--- config.mk ---
export PLATFORM = sky130hd
export DESIGN_NAME = antialiased_line_rasterizer_flat
export DESIGN_NICKNAME = d
export VERILOG_FILES = /design/src/alr_pkg.sv /design/src/alr_ifs.sv /design/src/antialiased_line_rasterizer.sv /design/src/alr_div.sv /design/src/flat_wrapper.sv
export SDC_FILE = /design/constraint.sdc
export NUM_CORES = 2
export LEC_CHECK = 0
export BUFFER_PORTS_ARGS = -buffer_cell sky130_fd_sc_hd__buf_2
export CAP_MARGIN = 20
export CORE_ASPECT_RATIO = 0.5
export CORE_MARGIN = 10
export CORE_UTILIZATION = 25
export CTS_CLUSTER_SIZE = 28
export DETAILED_ROUTE_END_ITERATION = 7
export SLEW_MARGIN = 25
export SYNTH_ARGS = -nofsm -noshare
export SYNTH_HDL_FRONTEND = slang
export SYNTH_SLANG_ARGS = --single-unit
export TNS_END_PERCENT = 1
--- constraint.sdc ---
create_clock -name clk -period 18.11 [get_ports clk]
set_input_delay 1.811 -clock clk [delete_from_list [all_inputs] [get_ports clk]]
set_output_delay 1.811 -clock clk [all_outputs]
set_load 0.02 [all_outputs]
--- src/alr_pkg.sv ---
package alr_pkg;

  localparam int SCREEN_WIDTH_DEF  = 1024;
  localparam int SCREEN_HEIGHT_DEF = 1024;

  localparam int COORD_W = 13;
  localparam int POS_W   = 14;
  localparam int ADDR_W  = 21;
  localparam int COLOR_W = 24;
  localparam int FRAC_W  = 16;
  localparam int ACC_W   = 32;
  localparam int CFG_IDX_W = 3;

  localparam int DVD_W = 31;
  localparam int DVS_W = 15;
  localparam int DIV_CNT_W = 5;
  localparam logic [DIV_CNT_W-1:0] DIV_STEPS = 5'd31;

  localparam int MUL_W = 18;

  localparam logic REQ_LOAD = 1'b0;
  localparam logic REQ_TICK = 1'b1;

  localparam logic [CFG_IDX_W-1:0] CFG_FG_COLOR  = 3'd0;
  localparam logic [CFG_IDX_W-1:0] CFG_BG_COLOR  = 3'd1;
  localparam logic [CFG_IDX_W-1:0] CFG_OFFSET_X  = 3'd2;
  localparam logic [CFG_IDX_W-1:0] CFG_OFFSET_Y  = 3'd3;
  localparam logic [CFG_IDX_W-1:0] CFG_ROW_PITCH = 3'd4;

  typedef struct packed {
    logic start;
    logic done;
  } div_ctl_t;

endpackage

--- src/alr_ifs.sv ---
interface alr_req_if;
  import alr_pkg::*;
  logic                      valid;
  logic                      ready;
  logic                      req_type;
  logic signed [COORD_W-1:0] start_x;
  logic signed [COORD_W-1:0] start_y;
  logic signed [COORD_W-1:0] end_x;
  logic signed [COORD_W-1:0] end_y;
  modport source (output valid, req_type, start_x, start_y, end_x, end_y, input ready);
  modport sink (input valid, req_type, start_x, start_y, end_x, end_y, output ready);
endinterface

interface alr_pix_if;
  import alr_pkg::*;
  logic               valid;
  logic               ready;
  logic               near_valid;
  logic [ADDR_W-1:0]  near_address;
  logic [COLOR_W-1:0] near_color;
  logic               far_valid;
  logic [ADDR_W-1:0]  far_address;
  logic [COLOR_W-1:0] far_color;
  logic               last_column;
  modport source (output valid, near_valid, near_address, near_color, far_valid,
                  far_address, far_color, last_column, input ready);
  modport sink (input valid, near_valid, near_address, near_color, far_valid,
                far_address, far_color, last_column, output ready);
endinterface

interface alr_cfg_if;
  import alr_pkg::*;
  logic                 valid;
  logic                 ready;
  logic [CFG_IDX_W-1:0] index;
  logic [COLOR_W-1:0]   data;
  modport source (output valid, index, data, input ready);
  modport sink (input valid, index, data, output ready);
endinterface

--- src/antialiased_line_rasterizer.sv ---
// Wu-style antialiased line engine. A load transaction takes two endpoints,
// applies the offsets, picks the major axis and divides once for the slope
// in a bit-serial divider of 31 steps, and takes no further request until
// it is done. Each tick transaction then draws one column and returns one
// pixel transaction with up to two writes; the single shared 18x18
// multiplier computes the address product, the far-write bound and the six
// channel blends in turn. Ticks while no line is active return nothing.
// Config writes are accepted at any time and should be issued only while
// the block is idle.
module antialiased_line_rasterizer import alr_pkg::*; #(
  parameter int SCREEN_WIDTH  = SCREEN_WIDTH_DEF,
  parameter int SCREEN_HEIGHT = SCREEN_HEIGHT_DEF
) (
  input logic   clk,
  input logic   rst,
  alr_req_if.sink   req,
  alr_cfg_if.sink   cfg,
  alr_pix_if.source pix
);

  localparam logic [POS_W-1:0] LIM_W = POS_W'(SCREEN_WIDTH);
  localparam logic [POS_W-1:0] LIM_H = POS_W'(SCREEN_HEIGHT);

  localparam logic [2:0] S_IDLE = 3'd0;
  localparam logic [2:0] S_DIV  = 3'd1;
  localparam logic [2:0] S_LMUL = 3'd2;
  localparam logic [2:0] S_LFIN = 3'd3;
  localparam logic [2:0] S_ADR  = 3'd4;
  localparam logic [2:0] S_TOP  = 3'd5;
  localparam logic [2:0] S_BLD  = 3'd6;

  // config registers
  logic [COLOR_W-1:0]        fg_color, bg_color;
  logic signed [COORD_W-1:0] offset_x, offset_y;
  logic [11:0]               row_pitch;

  // line state
  logic [2:0]              state;
  logic                    line_active, steep_mode, span_nonzero, rise_nonzero;
  logic [POS_W-1:0]        column_now;
  logic signed [POS_W-1:0] column_end;
  logic [ACC_W-1:0]        intercept_acc, slope_step;

  // load working registers
  logic signed [POS_W-1:0] ld_x1, ld_y1;
  logic                    ld_neg;
  logic signed [MUL_W-1:0] slope_q;

  // tick working registers
  logic signed [FRAC_W-1:0] t_row;
  logic [FRAC_W-1:0]        t_frac;
  logic                     t_inwin, t_edge, far_ok;
  logic [26:0]              na, fa;
  logic [2:0]               bidx;
  logic [47:0]              blend_buf;

  // shared multiplier
  logic signed [MUL_W-1:0]   mul_a, mul_b;
  logic signed [2*MUL_W-1:0] prod;

  // output register
  logic               out_valid;
  logic               o_near_valid, o_far_valid, o_last;
  logic [ADDR_W-1:0]  o_near_address, o_far_address;
  logic [COLOR_W-1:0] o_near_color, o_far_color;

  // load front end
  logic signed [POS_W-1:0] sx1, sy1, sx2, sy2, a1, b1, a2, b2, p1, q1, p2, q2;
  logic signed [POS_W:0]   dxr, dyr, adx, ady, dx, dy, ady2;
  logic                    steep_in;

  always_comb begin
    sx1 = {req.start_x[COORD_W-1], req.start_x} + {offset_x[COORD_W-1], offset_x};
    sy1 = {req.start_y[COORD_W-1], req.start_y} + {offset_y[COORD_W-1], offset_y};
    sx2 = {req.end_x[COORD_W-1], req.end_x} + {offset_x[COORD_W-1], offset_x};
    sy2 = {req.end_y[COORD_W-1], req.end_y} + {offset_y[COORD_W-1], offset_y};
    dxr = {sx2[POS_W-1], sx2} - {sx1[POS_W-1], sx1};
    dyr = {sy2[POS_W-1], sy2} - {sy1[POS_W-1], sy1};
    adx = dxr[POS_W] ? -dxr : dxr;
    ady = dyr[POS_W] ? -dyr : dyr;
    steep_in = ady > adx;
    a1 = steep_in ? sy1 : sx1;
    b1 = steep_in ? sx1 : sy1;
    a2 = steep_in ? sy2 : sx2;
    b2 = steep_in ? sx2 : sy2;
    if (a1 > a2) begin
      p1 = a2; q1 = b2; p2 = a1; q2 = b1;
    end else begin
      p1 = a1; q1 = b1; p2 = a2; q2 = b2;
    end
    dx   = {p2[POS_W-1], p2} - {p1[POS_W-1], p1};
    dy   = {q2[POS_W-1], q2} - {q1[POS_W-1], q1};
    ady2 = dy[POS_W] ? -dy : dy;
  end

  // divider
  div_ctl_t         div_ctl;
  logic [DVD_W-1:0] div_q;
  logic             load_acc, tick_acc;

  assign load_acc      = req.valid && req.ready && (req.req_type == REQ_LOAD);
  assign tick_acc      = req.valid && req.ready && (req.req_type == REQ_TICK);
  assign div_ctl.start = load_acc;

  alr_div u_div (
    .clk      (clk),
    .rst      (rst),
    .start    (div_ctl.start),
    .dividend ({ady2[DVS_W-1:0], {FRAC_W{1'b0}}}),
    .divisor  (dx[DVS_W-1:0]),
    .done     (div_ctl.done),
    .quotient (div_q)
  );

  // blend channel selection
  logic [1:0]          ch;
  logic [7:0]          fg_ch, bg_ch, bg_prev;
  logic [16:0]         cov;
  logic signed [8:0]   cdiff;
  logic [2:0]          pidx;
  logic [1:0]          pch;
  logic [7:0]          byte_res;

  always_comb begin
    ch    = (bidx < 3'd3) ? bidx[1:0] : 2'(bidx - 3'd3);
    fg_ch = fg_color[8*ch +: 8];
    bg_ch = bg_color[8*ch +: 8];
    cov   = (bidx < 3'd3) ? 17'(17'h10000 - {1'b0, t_frac}) : {1'b0, t_frac};
    cdiff = $signed({1'b0, fg_ch}) - $signed({1'b0, bg_ch});
    pidx  = bidx - 3'd1;
    pch   = (pidx < 3'd3) ? pidx[1:0] : 2'(pidx - 3'd3);
    bg_prev  = bg_color[8*pch +: 8];
    byte_res = bg_prev + prod[23:16];
  end

  // shared multiplier operand select
  always_comb begin
    mul_a = '0;
    mul_b = '0;
    case (state)
      S_LMUL: begin
        mul_a = slope_q;
        mul_b = MUL_W'(ld_x1);
      end
      S_ADR: begin
        mul_a = steep_mode ? $signed({4'b0, column_now}) : MUL_W'(t_row);
        mul_b = $signed({6'b0, row_pitch});
      end
      S_TOP: begin
        mul_a = $signed({6'b0, row_pitch});
        mul_b = MUL_W'(SCREEN_HEIGHT);
      end
      S_BLD: begin
        mul_a = MUL_W'(cdiff);
        mul_b = $signed({1'b0, cov});
      end
      default: begin
        mul_a = '0;
        mul_b = '0;
      end
    endcase
  end

  always_ff @(posedge clk) begin
    prod <= mul_a * mul_b;
  end

  // tick address terms
  logic [26:0]       na_c;
  logic [POS_W-1:0]  lim, col_inc;
  logic [POS_W:0]    col_inc_w;
  logic              out_free;
  logic              emit;

  always_comb begin
    na_c      = prod[26:0] + (steep_mode ? 27'(t_row[12:0]) : 27'(column_now));
    lim       = steep_mode ? LIM_H : LIM_W;
    col_inc_w = {1'b0, column_now} + 1'b1;
    col_inc   = col_inc_w[POS_W-1:0];
    out_free  = !out_valid || pix.ready;
    emit      = (state == S_BLD) && (bidx == 3'd7) && out_free;
  end

  // config port
  assign cfg.ready = 1'b1;

  always_ff @(posedge clk) begin
    if (rst) begin
      fg_color  <= 24'hFFFFFF;
      bg_color  <= '0;
      offset_x  <= '0;
      offset_y  <= '0;
      row_pitch <= 12'd1024;
    end else if (cfg.valid) begin
      case (cfg.index)
        CFG_FG_COLOR:  fg_color  <= cfg.data;
        CFG_BG_COLOR:  bg_color  <= cfg.data;
        CFG_OFFSET_X:  offset_x  <= cfg.data[COORD_W-1:0];
        CFG_OFFSET_Y:  offset_y  <= cfg.data[COORD_W-1:0];
        CFG_ROW_PITCH: row_pitch <= cfg.data[11:0];
        default: ;
      endcase
    end
  end

  assign req.ready = (state == S_IDLE);

  // sequencer
  logic signed [ACC_W-1:0] icpt;
  logic [POS_W-1:0]        start_col;

  always_comb begin
    icpt = {{(ACC_W-POS_W-FRAC_W){ld_y1[POS_W-1]}}, ld_y1, {FRAC_W{1'b0}}};
    if (ld_x1 < 0) begin
      icpt = icpt - prod[ACC_W-1:0];
    end
    start_col = (ld_x1 > 0) ? ld_x1 : '0;
  end

  always_ff @(posedge clk) begin
    if (rst) begin
      state         <= S_IDLE;
      line_active   <= 1'b0;
      steep_mode    <= 1'b0;
      span_nonzero  <= 1'b0;
      rise_nonzero  <= 1'b0;
      column_now    <= '0;
      column_end    <= '0;
      intercept_acc <= '0;
      slope_step    <= '0;
      out_valid     <= 1'b0;
      bidx          <= '0;
    end else begin
      if (emit) begin
        out_valid <= 1'b1;
      end else if (pix.ready) begin
        out_valid <= 1'b0;
      end
      case (state)
        S_IDLE: begin
          if (load_acc) begin
            steep_mode   <= steep_in;
            span_nonzero <= dx != 0;
            rise_nonzero <= dy != 0;
            ld_x1        <= p1;
            ld_y1        <= q1;
            column_end   <= p2;
            ld_neg       <= dy[POS_W];
            state        <= S_DIV;
          end else if (tick_acc && line_active) begin
            t_row  <= intercept_acc[ACC_W-1:FRAC_W];
            t_frac <= intercept_acc[FRAC_W-1:0];
            state  <= S_ADR;
          end
        end
        S_DIV: begin
          if (div_ctl.done) begin
            if (!span_nonzero) begin
              slope_q <= '0;
            end else if (ld_neg) begin
              slope_q <= -$signed(div_q[MUL_W-1:0]);
            end else begin
              slope_q <= $signed(div_q[MUL_W-1:0]);
            end
            state <= S_LMUL;
          end
        end
        S_LMUL: begin
          state <= S_LFIN;
        end
        S_LFIN: begin
          slope_step    <= ACC_W'(slope_q);
          intercept_acc <= icpt;
          column_now    <= start_col;
          line_active   <= ($signed(start_col) <= column_end) && (start_col < lim);
          state         <= S_IDLE;
        end
        S_ADR: begin
          t_inwin <= !t_row[FRAC_W-1] &&
                     (t_row[14:0] < 15'(steep_mode ? SCREEN_WIDTH : SCREEN_HEIGHT));
          t_edge  <= steep_mode && (t_row[14:0] >= 15'(SCREEN_WIDTH - 1));
          state   <= S_TOP;
        end
        S_TOP: begin
          na    <= na_c;
          fa    <= na_c + (steep_mode ? 27'd1 : 27'(row_pitch));
          bidx  <= '0;
          state <= S_BLD;
        end
        S_BLD: begin
          if (bidx == 3'd0) begin
            far_ok <= fa < prod[26:0];
            bidx   <= bidx + 1'b1;
          end else if (bidx != 3'd7) begin
            blend_buf[8*pidx +: 8] <= byte_res;
            bidx <= bidx + 1'b1;
          end else if (out_free) begin
            o_near_valid   <= t_inwin && span_nonzero;
            o_near_address <= (t_inwin && span_nonzero) ? na[ADDR_W-1:0] : '0;
            o_near_color   <= (t_inwin && span_nonzero) ? blend_buf[23:0] : '0;
            o_far_valid    <= t_inwin && rise_nonzero && far_ok && !t_edge;
            o_far_address  <= (t_inwin && rise_nonzero && far_ok && !t_edge) ?
                              fa[ADDR_W-1:0] : '0;
            o_far_color    <= (t_inwin && rise_nonzero && far_ok && !t_edge) ?
                              blend_buf[47:24] : '0;
            o_last         <= ($signed(column_now) == column_end) || (col_inc_w >= {1'b0, lim});
            intercept_acc  <= intercept_acc + slope_step;
            column_now     <= col_inc;
            line_active    <= ($signed(col_inc) <= column_end) && (col_inc_w < {1'b0, lim});
            state          <= S_IDLE;
          end
        end
        default: state <= S_IDLE;
      endcase
    end
  end

  assign pix.valid        = out_valid;
  assign pix.near_valid   = o_near_valid;
  assign pix.near_address = o_near_address;
  assign pix.near_color   = o_near_color;
  assign pix.far_valid    = o_far_valid;
  assign pix.far_address  = o_far_address;
  assign pix.far_color    = o_far_color;
  assign pix.last_column  = o_last;

  a_load_to_div: assert property (@(posedge clk) disable iff (rst)
    load_acc |=> state == S_DIV)
    else $error("load did not start the divide");

  a_out_from_blend: assert property (@(posedge clk) disable iff (rst)
    $rose(out_valid) |-> $past(state) == S_BLD)
    else $error("pixel transaction raised outside the blend step");

  a_near_zeroed: assert property (@(posedge clk) disable iff (rst)
    (pix.valid && !pix.near_valid) |-> (pix.near_address == '0 && pix.near_color == '0))
    else $error("suppressed near write carries data");

  a_far_zeroed: assert property (@(posedge clk) disable iff (rst)
    (pix.valid && !pix.far_valid) |-> (pix.far_address == '0 && pix.far_color == '0))
    else $error("suppressed far write carries data");

endmodule

--- src/alr_div.sv ---
// Restoring unsigned divider, one quotient bit per cycle.
module alr_div import alr_pkg::*; (
  input  logic             clk,
  input  logic             rst,
  input  logic             start,
  input  logic [DVD_W-1:0] dividend,
  input  logic [DVS_W-1:0] divisor,
  output logic             done,
  output logic [DVD_W-1:0] quotient
);

  logic                 busy;
  logic [DIV_CNT_W-1:0] cnt;
  logic [DVS_W-1:0]     rem;
  logic [DVS_W-1:0]     dvs;
  logic [DVD_W-1:0]     dvd;
  logic [DVS_W:0]       trial;
  logic                 qbit;

  always_comb begin
    trial = {rem, dvd[DVD_W-1]};
    qbit  = trial >= {1'b0, dvs};
  end

  always_ff @(posedge clk) begin
    if (rst) begin
      busy <= 1'b0;
      cnt  <= '0;
    end else if (start) begin
      busy <= 1'b1;
      cnt  <= DIV_STEPS;
      rem  <= '0;
      dvs  <= divisor;
      dvd  <= dividend;
    end else if (busy) begin
      if (cnt != '0) begin
        cnt <= cnt - 1'b1;
        rem <= qbit ? DVS_W'(trial - {1'b0, dvs}) : trial[DVS_W-1:0];
        dvd <= {dvd[DVD_W-2:0], qbit};
      end else begin
        busy <= 1'b0;
      end
    end
  end

  assign done     = busy && (cnt == '0);
  assign quotient = dvd;

endmodule

--- src/flat_wrapper.sv ---
// flat-port wrapper written by rule: the top's interface ports become plain ports
module antialiased_line_rasterizer_flat import alr_pkg::*;
#(
  parameter int SCREEN_WIDTH  = SCREEN_WIDTH_DEF,
  parameter int SCREEN_HEIGHT = SCREEN_HEIGHT_DEF
)
  (clk, rst, req_valid, req_req_type, req_start_x, req_start_y, req_end_x, req_end_y, req_ready, cfg_valid, cfg_index, cfg_data, cfg_ready, pix_valid, pix_near_valid, pix_near_address, pix_near_color, pix_far_valid, pix_far_address, pix_far_color, pix_last_column, pix_ready);
  alr_req_if req_i ();
  alr_cfg_if cfg_i ();
  alr_pix_if pix_i ();
  input logic clk;
  input logic rst;
  input wire logic [$bits(req_i.valid)-1:0] req_valid;
  input wire logic [$bits(req_i.req_type)-1:0] req_req_type;
  input wire logic [$bits(req_i.start_x)-1:0] req_start_x;
  input wire logic [$bits(req_i.start_y)-1:0] req_start_y;
  input wire logic [$bits(req_i.end_x)-1:0] req_end_x;
  input wire logic [$bits(req_i.end_y)-1:0] req_end_y;
  output wire logic [$bits(req_i.ready)-1:0] req_ready;
  input wire logic [$bits(cfg_i.valid)-1:0] cfg_valid;
  input wire logic [$bits(cfg_i.index)-1:0] cfg_index;
  input wire logic [$bits(cfg_i.data)-1:0] cfg_data;
  output wire logic [$bits(cfg_i.ready)-1:0] cfg_ready;
  output wire logic [$bits(pix_i.valid)-1:0] pix_valid;
  output wire logic [$bits(pix_i.near_valid)-1:0] pix_near_valid;
  output wire logic [$bits(pix_i.near_address)-1:0] pix_near_address;
  output wire logic [$bits(pix_i.near_color)-1:0] pix_near_color;
  output wire logic [$bits(pix_i.far_valid)-1:0] pix_far_valid;
  output wire logic [$bits(pix_i.far_address)-1:0] pix_far_address;
  output wire logic [$bits(pix_i.far_color)-1:0] pix_far_color;
  output wire logic [$bits(pix_i.last_column)-1:0] pix_last_column;
  input wire logic [$bits(pix_i.ready)-1:0] pix_ready;
  assign req_i.valid = req_valid;
  assign req_i.req_type = req_req_type;
  assign req_i.start_x = req_start_x;
  assign req_i.start_y = req_start_y;
  assign req_i.end_x = req_end_x;
  assign req_i.end_y = req_end_y;
  assign req_ready = req_i.ready;
  assign cfg_i.valid = cfg_valid;
  assign cfg_i.index = cfg_index;
  assign cfg_i.data = cfg_data;
  assign cfg_ready = cfg_i.ready;
  assign pix_valid = pix_i.valid;
  assign pix_near_valid = pix_i.near_valid;
  assign pix_near_address = pix_i.near_address;
  assign pix_near_color = pix_i.near_color;
  assign pix_far_valid = pix_i.far_valid;
  assign pix_far_address = pix_i.far_address;
  assign pix_far_color = pix_i.far_color;
  assign pix_last_column = pix_i.last_column;
  assign pix_i.ready = pix_ready;
  antialiased_line_rasterizer #(.SCREEN_WIDTH(SCREEN_WIDTH), .SCREEN_HEIGHT(SCREEN_HEIGHT)) u_core (.clk(clk), .rst(rst), .req(req_i), .cfg(cfg_i), .pix(pix_i));
endmodule
**Yosys cells after proc, flatten, opt, wreduce, memory -nomap -nowiden**

Index checks and enable logic that the tools add are counted.
Widths: inputs -> output; s select.

- Bits in read-only memories: 0
- Output and inout port bits: 96
- Bits in writable memories: 0
- Latch bits: 0
- Logic and storage cells: 225
- Memories: 0
- Bits in registers: 545

- Eq/ne operators: 19
- Shifts and indexed selects: 5
- Multiply operators: 1
- Div/mod/pow operators: 0
- Multiplexer cells: 59
- Bitwise operators: 5
- Order comparisons: 15
- Reductions and logical operators: 52
- $add $sub $neg: 27

Operators with widths:

| operator | count |
|---|---|
| $mux 14 | 13 |
| $pmux 18 s4 | 2 |
| $mux 32 | 4 |
| $mux 31 | 3 |
| $mux 15 | 6 |
| $shiftx 24x6->8 | 3 |
| $pmux 32 s2 | 1 |
| $reduce_bool 32->1 | 2 |
| $sub 14x14->15 | 4 |
| $add 13x13->14 | 4 |
| $bwmux 48 | 1 |
| $shift 8x34->48 const A | 1 |
| $shiftx 8x34->48 | 1 |
| $neg 15->15 | 3 |
| $mux 18 | 2 |
| $neg 6->34 | 1 |
| $add 32x32->32 | 1 |
| $mul 18x18->32 | 1 |
| $sub 32x32->32 | 1 |
| $lt 15x11->1 const B | 2 |
| $le 14x14->1 | 2 |
| $pmux 14 s2 | 1 |
| $add 27x12->27 | 1 |
| $add 27x14->27 | 1 |
| other kinds (48) | 122 |

**Longest topological paths before layout**

- Depth after elaboration: 12
- Depth in mapped cells: 69

**Modules after synthesis**

From an unflattened synthesis, not the netlist that was laid out.

- Cells, all modules: 5,248
- Area total of the unflattened synthesis: 47,579.4 um2

Modules (own cells, without submodules):

| module | times used | area an instance (um2) | cells each | sequential area each (um2) |
|---|---|---|---|---|
| antialiased_line_rasterizer | 1 | 43,900.9 | 4,950 | 12,281.8 |
| alr_div | 1 | 3,678.5 | 298 | 1,951.9 |

**Worst setup path after synthesis**

OpenSTA, ideal clock, no wires.

- Path kind: input to register
- From: input port req_start_x[0]
- To: register u_core.u_div.dvd[28] (netlist: u_core.u_div.quotient[28]), data pin
- Cell stages on the path: 62
- Arrival: 14.503 ns
- Setup slack: 3.340 ns
- Setup time: 0.267 ns
- Path through: ha_1 > inv_1 > fa_1 > xnor2_1 > inv_1 > ha_1 > a21o_1 > a21oi_1 > o21bai_1 > maj3_1 > a21oi_1 > maj3_1 > nor2_1 > o31ai_1 > nor2_1 > o21a_1 > o21ai_0 > a31oi_1 > [26 not listed] > fa_1 > nor2b_1 > o21ai_0 > a21boi_0 > o21ai_0 > a21boi_0 > o21ai_0 > a21boi_0 > o21ai_0 > a21boi_0 > o21ai_0 > a21oi_1 > o31a_1 > inv_1 > clkbuf_1 > o31ai_1 > xnor2_1 > o21ai_0

RTL lines:

| what | RTL line | source |
|---|---|---|
| from (decl) | flat_wrapper.sv:15 | `input wire logic [$bits(req_i.start_x)-1:0] req_start_x;` |
| $add 13x13->14 (*) | antialiased_line_rasterizer.sv:73 | `sx1 = {req.start_x[COORD_W-1], req.start_x} + {offset_x[COORD_W-1], offset_x};` |
| $sub 14x14->15 | antialiased_line_rasterizer.sv:77 | `dxr = {sx2[POS_W-1], sx2} - {sx1[POS_W-1], sx1};` |
| $neg 15->15 | antialiased_line_rasterizer.sv:79 | `adx = dxr[POS_W] ? -dxr : dxr;` |
| $mux 15 | antialiased_line_rasterizer.sv:79 |  |
| $gt 15x15->1 | antialiased_line_rasterizer.sv:81 | `steep_in = ady > adx;` |
| $mux 14, on equally long branches | antialiased_line_rasterizer.sv:82, antialiased_line_rasterizer.sv:84 |  |
| $gt 14x14->1 | antialiased_line_rasterizer.sv:86 | `if (a1 > a2) begin` |
| $mux 14 | antialiased_line_rasterizer.sv:86 |  |
| $sub 14x14->15 (*) | antialiased_line_rasterizer.sv:92 | `dy = {q2[POS_W-1], q2} - {q1[POS_W-1], q1};` |
| net u_core.dy[14] | antialiased_line_rasterizer.sv:69 | `logic signed [POS_W:0] dxr, dyr, adx, ady, dx, dy, ady2;` |
| $mux 15 (*) | antialiased_line_rasterizer.sv:93 | `ady2 = dy[POS_W] ? -dy : dy;` |
| $mux 31 (*) | alr_div.sv:29 | `end else if (start) begin` |
| to (signal assigned) | alr_div.sv:34 | `dvd <= dividend;` |
| to (signal assigned) | alr_div.sv:39 | `dvd <= {dvd[DVD_W-2:0], qbit};` |
| to (decl) | alr_div.sv:16 | `logic [DVD_W-1:0] dvd;` |

The timed path passes the listed nets; every way through them passes the cells marked *.
A chain may end at the register's enable or synchronous reset.

**Final worst setup path**

- From: input port req_start_x[0]
- To: register u_core.u_div.dvd[20] (netlist: u_core.u_div.quotient[20]), data pin

- Word-level cells in the longest chain between the ends: 12

RTL lines:

| what | RTL line | source |
|---|---|---|
| $add 13x13->14 (*) | antialiased_line_rasterizer.sv:73 |  |
| $sub 14x14->15 | antialiased_line_rasterizer.sv:77 |  |
| $neg 15->15 | antialiased_line_rasterizer.sv:79 |  |
| $mux 15 | antialiased_line_rasterizer.sv:79 |  |
| $gt 15x15->1 | antialiased_line_rasterizer.sv:81 |  |
| $mux 14, on equally long branches | antialiased_line_rasterizer.sv:82, antialiased_line_rasterizer.sv:84 |  |
| $gt 14x14->1 | antialiased_line_rasterizer.sv:86 |  |
| $mux 14 (*) | antialiased_line_rasterizer.sv:86 |  |
| net u_core.q1[0] | antialiased_line_rasterizer.sv:68 | `logic signed [POS_W-1:0] sx1, sy1, sx2, sy2, a1, b1, a2, b2, p1, q1, p2, q2;` |
| $sub 14x14->15 (*) | antialiased_line_rasterizer.sv:92 |  |
| $neg 15->15 | antialiased_line_rasterizer.sv:93 |  |
| $mux 15 (*) | antialiased_line_rasterizer.sv:93 |  |
| $mux 31 (*) | alr_div.sv:29 |  |

Marks and branches as above.

==> summary.md <==
| Metric | Value |
|---|---|
| Status | complete, no violations |
| Clk root buf | clkbuf_16 |
| CTS Sinks | 545 |
| Power Density | 156 nW/um^2 |
| NetSw | 4120 uW |
| Die Ht | 328 microns |
| DRC | 0 |
| CTS Buf Count | 58 |
| Share of cells above drive strength 1 | 8.63% |
| Sw Share | 49.6% |
| Crit end category | register |
| Syn Inst Count | 5,305 |
| Total Wirelength | 160 mm |
| FFs w/ async S/R, synth | 0% |
| Max Buffers Root-to-Sink | 3 |
| Power Total | 8300 uW |
| Crit start category | input pin |
| Adder-cell share of the synthesized area | 23.3% |
| Post-synth EDFFs | 332 |
| DRT iter0 DRCs | 3,711 |
| Hold slack final | 433 ps |
| GP Congestion | 0.965 |
| Worst Setup SP | req_start_x[0] |
| Placed cell areas | 51,100 sq um |
| Buf+Inv Stages, Crit Path | 5 |
| Slowest CP cell | or4b_2 |
| Largest net degree at the start of global routing | 66 |
| Die footprint | 208,000 sq um |
| Hold Fails Final Rpt | 0 |
| CP most frequent cell | o21ai_0 |
| Max frequency | 0.0644 GHz |
| Worst-Margin Slew | 1060 ps |
| Commonest non-fill, non-tap cell in the layout | nand2_1 |
| Hold path cells | 0 |
| Flop2flop setup slack | 3390 ps |
| DR pass1 iterations | 8 |
| Flops & latches, synth | 545 |
| First-pass GRT wire length | 238 mm |
| R2r startpoint | u_core.offset_x[0]$_SDFFE_PP0P_ |
| DIE WIDTH | 635 microns |
| Sequential area share after synthesis | 30.1% |
| Hold Crit Endpoint | u_core.t_row[7]$_DFFE_PP_ |
| Synth Area in Compound Gates | 13.4% |
| Origin of the worst min-delay path | u_core.intercept_acc[23]$_SDFFE_PP0P_ |
| Internal | 4190 uW |
| Post-synth top flop | edfxtp_1 |
| Final Skew | 75.5 ps |
| Synth area leaders | edfxtp_1, fa_1, ha_1 |
| Port Buffers | 179 |
| Req. time, crit path | 18,470 ps |
| Seq pwr share | 20.1% |
| Num rows | 112 |
| Post-DR wirelength/cell | 20.1 microns |
| Skew-Pair Late Insertion Delay | 710 ps |
| Synth area leader | edfxtp_1 |
| Synth Area per Inst | 8.92 sq um |
| Final setup fails | 0 |
| Post-Synthesis Net Count | 6,072 |
| Layout overhead on the synthesized area | 12.2% |
| Combinational share of power | 65.0% |
| Post-layout instance area | 53,100 sq um |
| CP max stage delay | 750 ps |
| Worst R2R End | u_core.u_div.quotient[20]$_DFFE_PP_ |
| Leakage | 0.0219 uW |
| Via Count | 38,700 |
| Post-Syn Area | 47,300 sq um |
| Initial core utilization | 25.3% |
| Top delay family on crit path | compound AO/OA/AOI/OAI gates |
| # Max-Cap Violations | 0 |
| Clock Pin Slew Worst Setup and Hold Paths | 70 ps |
| Worst VDD drop | 0.264 mV |
| Setup Buffers After CTS | 0 |
| Initial antenna violation count | 15 |
| Vias in the first global route | 37,400 |
| Via/cell ratio | 4.86 |
| Detail Placement HPWL | 127 mm |
| Final core occ | 28.4% |
| RSZ-0062 raised after global routing | false |
| Ports | 181 |
| Setup_tns | 0 ps |
| Nets | 6,166 |
| Unique masters post-synth | 115 |
| Simple-gate share of the synthesized area | 18.2% |
| CTS Hold Bufs | 0 |
| Xor/xnor share of the synthesized area | 6.17% |
| Final period util | 85.8% |
| Largest family of logic cells by synthesized area | adder cells |
| Antenna Nets Post-Route | 0 |
| Clock share of power | 14.9% |
| Slew HR | 28.9% |
| Post-synthesis mux area share | 2.52% |
| Crit path kind | in -> reg |
| Tmin final | 15,540 ps |
| CP Max Fanout | 30 |
| Top cell type's share of synthesized area | 21.1% |
| Critical Path AT | 15,890 ps |
| HP Class | reg -> reg |
| Post_cts resized | 0 |
| Max-slew violation count | 0 |
| Worst reg2reg path depth | 53 |
| Core area | 187,000 sq um |
| Gr ovfl total | 0 |
| Most frequent cells in the layout | nand2_1, inv_1, nor2_1 |
| Yosys warning count | 0 |
| CTS tree | done |
| H-tree level count | 2 |
| All-layer global routing usage | 14.6% |
[registers in the layout (all words and copies together) (netlist names), 27 cells and up]
register	flops
u_core.fa	27
u_core.u_div.quotient	31
u_core.prod	32
u_core.blend_buf	48
u_core.intercept_acc	32
[power groups by stage]
stage	logic [uW]	clock network (uW)	registers, uW
after floorplan	4030	0	1630
after global placement	5320	0	1690
after detailed placement	5330	0	1690
after CTS	5360	1250	1670
after global routing	5990	1300	1680
final	5400	1230	1670
[Yosys cell counts, types with 99 or more instances]
cell type,number
a21oi_1,352
and2_1,111
clkbuf_1,187
dfxtp_1,213
edfxtp_1,332
fa_1,309
ha_1,373
inv_1,566
nand2_1,709
nor2_1,433
nor3_1,115
o21ai_0,190
xnor2_1,226
xor2_1,99
[how the worst max path moves through the flow]
stage	endpoint	depth (start not counted)
6_report	u_core.u_div.quotient[20]$_DFFE_PP_	54
5_1_grt	u_core.u_div.quotient[20]$_DFFE_PP_	54
4_1_cts	u_core.u_div.quotient[20]$_DFFE_PP_	54
3_5_place_dp	u_core.u_div.quotient[20]$_DFFE_PP_	54
3_3_place_gp	u_core.u_div.quotient[20]$_DFFE_PP_	54
2_1_floorplan	u_core.u_div.quotient[28]$_DFFE_PP_	62
[per-stage QoR]
stage | setup WS (ps) | instances
floorplan | 3340 | 5305
CTS | 2610 | 7956
finish | 2570 | 7961
detailed placement | 2000 | 7846
global placement | 2230 | 7845
global route | 1230 | 7958
[area by class of cell]
class                   count  area [sq um]
clock buffers              74          1590
well taps                2508          3140
inverters                 569          2140
flip-flops and latches    545         14200
fillers                 19900        134000
multi-input cells        3977         30200
diodes                      4          10.0
repair buffers            248          1420
clock inverters            36           373
[metal layers]
| layer | global-route usage [%] | wire [microns] | vias up |
|---|---|---|---|
| met2 | 24.1 | 73000 | 1309 |
| met4 | 4.85 | 5560 | 14 |
| met5 | 0 | 91 | - |
| met3 | 2.29 | 11300 | 238 |
| met1 | 19.6 | 69700 | 19000 |
| li1 | - | - | 18200 |
[logic make-up (layout without fill, tap and decap cells)]
group / count (synthesis) / after routing
buffers and inverters: 783 / 927
and+or+nand+nor: 1845 / 1845
AOI/OAI and AO/OA: 995 / 995
other: 2 / 6
xor gates and xnor gates: 329 / 329
adders and majority gates: 697 / 697
DFF: 545 / 545
muxes: 109 / 109
(Power assumes the default switching activity.)
